--- src/rtl/core/ofdmtx_pkg.sv ---
package ofdmtx_pkg;

    localparam int          TRAINING_INTERVAL_DEF = 4;
    localparam int          PREAMBLE_COUNT_DEF    = 4;
    localparam int          AMP_W                 = 15;
    localparam int          VAL_W                 = 16;
    localparam int          NUM_BINS              = 5;
    localparam int          NUM_VALS              = 2 * NUM_BINS;
    localparam int          CD_W                  = 3;
    localparam logic [14:0] AMP_RESET             = 15'd1024;
    localparam logic [7:0]  SCRAMBLER_SEED        = 8'hFF;

    typedef enum logic [1:0] {
        KIND_PREAMBLE = 2'd0,
        KIND_TRAINING = 2'd1,
        KIND_DATA     = 2'd2
    } t_kind;

    typedef struct packed {
        logic       valid;
        t_kind      kind;
        logic [7:0] bits;
        logic       pilot_neg;
        logic       last;
    } t_sym_req;

    typedef struct packed {
        t_kind                                 kind;
        logic [NUM_VALS-1:0][VAL_W-1:0]        vals;
        logic                                  last;
    } t_sym;

    function automatic logic [7:0] lfsr_step8(input logic [7:0] seed);
        logic [7:0] r;
        r = seed;
        for (int k = 0; k < 8; k++) begin
            r = {r[6:0], r[3] ^ r[6]};
        end
        return r;
    endfunction

    function automatic logic [VAL_W-1:0] carrier(input logic [AMP_W-1:0] amp,
                                                 input logic positive);
        logic [VAL_W-1:0] v;
        v = {1'b0, amp};
        return positive ? v : (~v + 16'd1);
    endfunction

endpackage

--- src/rtl/core/ofdmtx_mapper.sv ---
module ofdmtx_mapper (
    input  ofdmtx_pkg::t_sym_req            i_req,
    input  logic [ofdmtx_pkg::AMP_W-1:0]    i_amp,
    output ofdmtx_pkg::t_sym                o_sym
);
    import ofdmtx_pkg::*;

    logic [VAL_W-1:0] pos_val;
    logic [VAL_W-1:0] neg_val;

    assign pos_val = carrier(i_amp, 1'b1);
    assign neg_val = carrier(i_amp, 1'b0);

    always_comb begin
        o_sym.kind = i_req.kind;
        o_sym.last = i_req.last;
        o_sym.vals = '0;
        unique case (i_req.kind)
            KIND_PREAMBLE: begin
                for (int b = 0; b < NUM_BINS; b++) begin
                    o_sym.vals[2*b] = neg_val;
                end
            end
            KIND_TRAINING: begin
                for (int b = 0; b < NUM_BINS; b++) begin
                    o_sym.vals[2*b] = pos_val;
                end
            end
            default: begin
                // msb first onto bins -2, -1, +1, +2, i then q
                o_sym.vals[0] = i_req.bits[7] ? pos_val : neg_val;
                o_sym.vals[1] = i_req.bits[6] ? pos_val : neg_val;
                o_sym.vals[2] = i_req.bits[5] ? pos_val : neg_val;
                o_sym.vals[3] = i_req.bits[4] ? pos_val : neg_val;
                o_sym.vals[4] = i_req.pilot_neg ? neg_val : pos_val;
                o_sym.vals[6] = i_req.bits[3] ? pos_val : neg_val;
                o_sym.vals[7] = i_req.bits[2] ? pos_val : neg_val;
                o_sym.vals[8] = i_req.bits[1] ? pos_val : neg_val;
                o_sym.vals[9] = i_req.bits[0] ? pos_val : neg_val;
            end
        endcase
    end

endmodule

--- src/rtl/core/ofdmtx_seq.sv ---
module ofdmtx_seq #(
    parameter int TRAINING_INTERVAL = ofdmtx_pkg::TRAINING_INTERVAL_DEF,
    parameter int PREAMBLE_COUNT    = ofdmtx_pkg::PREAMBLE_COUNT_DEF
) (
    input  logic                  i_clk,
    input  logic                  i_rst_n,
    input  logic                  i_valid,
    output logic                  o_ready,
    input  logic [7:0]            i_byte,
    input  logic                  i_sop,
    input  logic                  i_advance,
    output ofdmtx_pkg::t_sym_req  o_req
);
    import ofdmtx_pkg::*;

    localparam int PRE_W = $clog2(PREAMBLE_COUNT + 1);

    logic             r_hold_valid;
    logic [7:0]       r_byte;
    logic [PRE_W-1:0] r_pre_left;
    logic [7:0]       r_scr;
    logic [CD_W-1:0]  r_cd;
    logic             r_pilot;

    logic [7:0]       n_scr;
    logic             emit;
    logic             is_pre;
    logic             is_train;
    logic             done;
    logic             accept;

    assign n_scr    = lfsr_step8(r_scr);
    assign emit     = r_hold_valid && i_advance;
    assign is_pre   = (r_pre_left != '0);
    assign is_train = !is_pre && (r_cd == '0);
    assign done     = emit && !is_pre && !is_train;
    assign o_ready  = !r_hold_valid || done;
    assign accept   = i_valid && o_ready;

    always_comb begin
        o_req.valid     = emit;
        o_req.bits      = r_byte ^ n_scr;
        o_req.pilot_neg = r_pilot;
        o_req.last      = 1'b0;
        if (is_pre) begin
            o_req.kind = KIND_PREAMBLE;
        end else if (is_train) begin
            o_req.kind = KIND_TRAINING;
        end else begin
            o_req.kind = KIND_DATA;
            o_req.last = 1'b1;
        end
    end

    always_ff @(posedge i_clk) begin
        if (!i_rst_n) begin
            r_hold_valid <= 1'b0;
            r_pre_left   <= '0;
            r_scr        <= SCRAMBLER_SEED;
            r_cd         <= '0;
            r_pilot      <= 1'b0;
        end else begin
            if (accept) begin
                r_hold_valid <= 1'b1;
            end else if (done) begin
                r_hold_valid <= 1'b0;
            end
            if (accept) begin
                r_pre_left <= i_sop ? PRE_W'(PREAMBLE_COUNT) : '0;
            end else if (emit && is_pre) begin
                r_pre_left <= r_pre_left - 1'b1;
            end
            // a start request overrides the previous byte's update
            if (accept && i_sop) begin
                r_scr   <= SCRAMBLER_SEED;
                r_cd    <= '0;
                r_pilot <= 1'b0;
            end else if (emit && !is_pre) begin
                if (is_train) begin
                    r_cd <= CD_W'(TRAINING_INTERVAL);
                end else begin
                    r_scr   <= n_scr;
                    r_cd    <= r_cd - 1'b1;
                    r_pilot <= !r_pilot;
                end
            end
        end
    end

    always_ff @(posedge i_clk) begin
        if (accept) begin
            r_byte <= i_byte;
        end
    end

endmodule

--- src/rtl/core/ofdm_tx_symbol_framer_top.sv ---
// channel   dir  handshake                 payload
// s_axis    in   s_axis_tvalid/tready      tdata: data_byte; tuser: start_of_packet
// m_axis    out  m_axis_tvalid/tready      tdata: ten carrier values; tuser: symbol_kind;
//                                          tlast: last_of_run
// cfg       in   i_cfg_wr_en               i_cfg_wr_data: amplitude
//
// one result leaves the output register per cycle unless tready is low; a byte yields its
// data symbol, after a training one at countdown 0, and PREAMBLE_COUNT for a start request.
// the sequencer holds one byte and takes the next in the cycle its data symbol issues.
// synchronous active-low reset: amplitude 1024, scrambler 0xff, countdown 0, pilot +.
// a stalled output holds its register and stops the sequencer; input waits on tready.
module ofdm_tx_symbol_framer_top #(
    parameter int TRAINING_INTERVAL = ofdmtx_pkg::TRAINING_INTERVAL_DEF,
    parameter int PREAMBLE_COUNT    = ofdmtx_pkg::PREAMBLE_COUNT_DEF
) (
    input  logic          i_clk,
    input  logic          i_rst_n,
    input  logic          i_cfg_wr_en,
    input  logic [14:0]   i_cfg_wr_data,
    input  logic          s_axis_tvalid,
    output logic          s_axis_tready,
    input  logic [7:0]    s_axis_tdata,   // data_byte
    input  logic          s_axis_tuser,   // start_of_packet
    output logic          m_axis_tvalid,
    input  logic          m_axis_tready,
    // i_bin_m2, q_bin_m2, i_bin_m1, q_bin_m1, i_bin_dc, q_bin_dc,
    // i_bin_p1, q_bin_p1, i_bin_p2, q_bin_p2
    output logic [159:0]  m_axis_tdata,
    output logic [1:0]    m_axis_tuser,   // symbol_kind
    output logic          m_axis_tlast    // last_of_run
);
    import ofdmtx_pkg::*;

    logic [AMP_W-1:0] r_amp;
    logic             r_out_valid;
    t_sym             r_out;

    logic             advance;
    t_sym_req         req;
    t_sym             sym;

    assign advance = !r_out_valid || m_axis_tready;

    ofdmtx_seq #(
        .TRAINING_INTERVAL (TRAINING_INTERVAL),
        .PREAMBLE_COUNT    (PREAMBLE_COUNT)
    ) u_seq (
        .i_clk     (i_clk),
        .i_rst_n   (i_rst_n),
        .i_valid   (s_axis_tvalid),
        .o_ready   (s_axis_tready),
        .i_byte    (s_axis_tdata),
        .i_sop     (s_axis_tuser),
        .i_advance (advance),
        .o_req     (req)
    );

    ofdmtx_mapper u_mapper (
        .i_req (req),
        .i_amp (r_amp),
        .o_sym (sym)
    );

    always_ff @(posedge i_clk) begin
        if (!i_rst_n) begin
            r_amp       <= AMP_RESET;
            r_out_valid <= 1'b0;
        end else begin
            if (i_cfg_wr_en) begin
                r_amp <= i_cfg_wr_data;
            end
            if (advance) begin
                r_out_valid <= req.valid;
            end
        end
    end

    always_ff @(posedge i_clk) begin
        if (advance && req.valid) begin
            r_out <= sym;
        end
    end

    assign m_axis_tvalid = r_out_valid;
    assign m_axis_tdata  = r_out.vals;
    assign m_axis_tuser  = r_out.kind;
    assign m_axis_tlast  = r_out.last;

endmodule

--- config.mk ---
export PLATFORM = sky130hd
export DESIGN_NAME = ofdm_tx_symbol_framer_top
export DESIGN_NICKNAME = d
export VERILOG_FILES = /design/src/rtl/core/ofdmtx_pkg.sv /design/src/rtl/core/ofdmtx_mapper.sv /design/src/rtl/core/ofdmtx_seq.sv /design/src/rtl/core/ofdm_tx_symbol_framer_top.sv
export SDC_FILE = /design/constraint.sdc
export NUM_CORES = 1
export LEC_CHECK = 0
export ABC_CLOCK_PERIOD_IN_PS = 10200
export BUFFER_PORTS_ARGS = -buffer_cell sky130_fd_sc_hd__buf_2
export CAP_MARGIN = 20
export CORE_MARGIN = 1.5
export CORE_UTILIZATION = 35
export DETAILED_ROUTE_END_ITERATION = 10
export PLACE_DENSITY = 0.59
export SYNTH_ARGS = -nofsm -noshare
export SYNTH_HDL_FRONTEND = slang
export SYNTH_SLANG_ARGS = --single-unit
--- constraint.sdc ---
create_clock -name i_clk -period 10.2 [get_ports i_clk]
set_input_delay 0.51 -clock i_clk [delete_from_list [all_inputs] [get_ports i_clk]]
set_output_delay 0.51 -clock i_clk [all_outputs]
set_load 0.01 [all_outputs]
==> impl_results.md <==
- Slew HR: 22.1%
- Post-synth ARST share: 0%
- First-pass GRT wire length: 34700 um
- DR vias/cell: 5.09
- DR pass1 iterations: 5
- Initial Utilization: 35.4%
- Worst skew pair latency: 450 ps
- # fillers: 2397
- Clock Tree Buf Depth: 2
- CTS tree: built
- CP Max Fanout: 16
- Residual DRC: 0
- Dominant synthesized flop cell: edfxtp_1
- Final wirelength: 23700 um
- Die Y: 162 um
- Cell Area, Synth: 0.00885 mm^2
- Detail Placement HPWL: 15700 um
- Clock root buffer: clkbuf_16
- Commonest cells after routing, fill and taps aside: buf_2 (177), edfxtp_1 (148), nor2_1 (91), xor2_1 (48), a21oi_1 (48)
- Post-DRT Antenna Nets: 0
- Hold WC Path Type: input port to register
- Setup Buffers After CTS: 0
- Grt total ovfl: 0
- N_diodes: 0
- Avg WL per Cell: 19.0 um
- Setup-failing EPs final: 0
- Synth top area cells: edfxtp_1 (50%), dfxtp_1 (7.0%), xor2_1 (4.7%), nor2_1 (3.9%), a21oi_1 (2.9%)
- Final Hold Fails: 0
- Post-Synthesis Cells: 779
- Critical path required time: 10370 ps
- Post-layout min period: 3060 ps
- Cell taking the most area after synthesis: edfxtp_1
- Die area: 0.0263 mm^2
- Flop2flop setup slack: 7140 ps
- Max Clk Rate: 0.326 GHz
- Yosys top cell area share: 50.2%
- Commonest non-fill, non-tap cell in the layout: buf_2
- Power Density: 194 mW/mm^2
- Clock slew seen by the registers of the worst setup and hold paths: 80 ps
- Max-slew violations: 0
- Clock Skews: 10.7 ps
- Number of H-tree levels: 4
- Crit end category: register
- Leak Pwr: 4.25 nW
- Placer Congestion: 0.797
- Sequential share of the synthesized area: 57.2%
- Fraction of layout cells with a size suffix above 1: 26.7%
- Worst slew pin tran: 1170 ps
- Core ar.: 0.0250 mm^2
- CTS sink count: 179
- CTS Buf Count: 17
- Fin nets: 938
- Initial DRC count: 638
- Total global-route track usage: 18.1%
- Power, Total: 0.00203 W
- Max cap viols: 0
- Setup CP Type: register to register
- I/O Buffers: 177
- RSZ-0062 raised after global routing: no
- Layout area overhead: 18.1%
- Vias in the first global route: 5801
- Hold buffer count at cts: 0
- Synth Area per Inst: 11.4 um^2
- Maximum VDD drop: 0.0000926 V
- Yosys cell types: 53
- Vias: 6352
- Sum Neg Setup Slack: 0 ps
- IO Pins: 194
- Die W: 162 um
- Post-cts resize count: 0
- # rows: 58
- Final worst-path cycle share: 30.0%
- Number of flops mapped to enable cells by yosys: 148
- Status: complete, no violations
- Flops & latches, synth: 179
- Antenna violations before repair: 0
- Setup crit start kind: register
- Worst path arrival time: 3230 ps
- Pin count of the biggest net entering global routing: 86
- Synth warn: 0
stage by stage:
step / std cells / util, % / setup slack [ps] / instance area [um^2] / hold WS (ps)
6_report: 1247 / 41.8 / 7140 / 10500 / 238
5_1_grt: 1247 / 41.8 / 6910 / 10500 / 220
4_1_cts: 1246 / 41.8 / 7150 / 10500 / 224
3_5_place_dp: 1214 / 39.2 / 7160 / 9820 / 529
3_3_place_gp: 1213 / 39.2 / 7250 / 9820 / 521
2_1_floorplan: 794 / - / 5730 / 8910 / 522
power by group:
group | leakage, nW | internal, W | total (W) | switching (W)
registers | 1.69 | 0.000885 | 0.000929 | 0.0000448
logic | 2.24 | 0.000140 | 0.000396 | 0.000257
clock network | 0.312 | 0.000401 | 0.000705 | 0.000304
total | 4.25 | 0.00143 | 0.00203 | 0.000605
Yosys cell counts, types with 5 or more instances:
cell / number
or2_2: 5
xor2_1: 48
o21ai_0: 46
edfxtp_1: 148
o31ai_1: 5
nor2_1: 91
xnor2_1: 28
clkbuf_1: 47
a21oi_1: 51
inv_1: 11
dfxtp_1: 31
a31oi_1: 5
or3_1: 40
buf_2: 18
mux2_2: 5
buf_1: 6
ha_1: 5
a211oi_1: 16
nand3_1: 6
buf_4: 24
nor3_1: 19
nand2_1: 24
mux2i_1: 25
o211ai_1: 15
xnor3_1: 5
nand2b_1: 7
registers in the layout, summed over array words and instances (netlist names), 2 cells and up:
register	cells
m_axis_tdata	137
r_amp	15
u_seq.r_byte	8
u_seq.r_scr	7
u_seq.r_cd	3
u_seq.r_pre_left	3
m_axis_tuser	2
path summary, 6_finish.rpt:
path	cells after the start	endpoint	startpoint
worst max-delay path	6	m_axis_tdata[46]$_DFFE_PP_	r_amp[1]$_SDFFE_PN0P_
worst min-delay path	1	u_seq.r_byte[1]$_DFFE_PP_	s_axis_tdata[1]
worst max register to register	6	m_axis_tdata[46]$_DFFE_PP_	r_amp[1]$_SDFFE_PN0P_
worst min register to register	0	m_axis_tdata[0]$_DFFE_PP_	r_amp[0]$_SDFFE_PN0P_
final cells by class:
| cell class | count | area [um^2] | share of cell area [%] |
|---|---|---|---|
| clock inverters | 14 | 190 | 1.82 |
| clock buffers | 18 | 439 | 4.20 |
| inverters | 14 | 52.6 | 0.502 |
| well taps | 330 | 413 | 3.95 |
| flip-flops and latches | 179 | 5060 | 48.4 |
| repair buffers | 186 | 953 | 9.11 |
| multi-input cells | 506 | 3350 | 32.0 |
per-layer routing:
| metal | wire (um) | GRT usage [%] | vias to the layer above |
|---|---|---|---|
| met5 | 0 | 0 | - |
| met4 | 429 | 6.13 | 0 |
| met3 | 1500 | 3.78 | 25 |
| met2 | 11300 | 29.0 | 255 |
| met1 | 10400 | 24.4 | 3075 |
| li1 | - | - | 2997 |
logic make-up (layout without fill, tap and decap cells):
group | count (synthesis) | in the layout | share of synthesized area, %
AND/OR/NAND/NOR | 225 | 225 | 13.4
flip-flops | 179 | 179 | 57.2
multiplexers | 30 | 30 | 3.46
adder cells (fa/ha/maj) | 5 | 5 | 0.707
buffers and inverters | 109 | 232 | 5.89
XOR/XNOR | 84 | 84 | 9.59
other | 1 | 16 | 0.0424
AO/OA/AOI/OAI | 146 | 146 | 9.69
critical path, stage by stage, from the launching register on:
cell and delay (ps):
dfxtp_1 440, inv_1 110, ha_1 420, or4b_4 650
nor4_2 850, nor2_1 140, xor2_1 180
(Power assumes the default switching activity.)
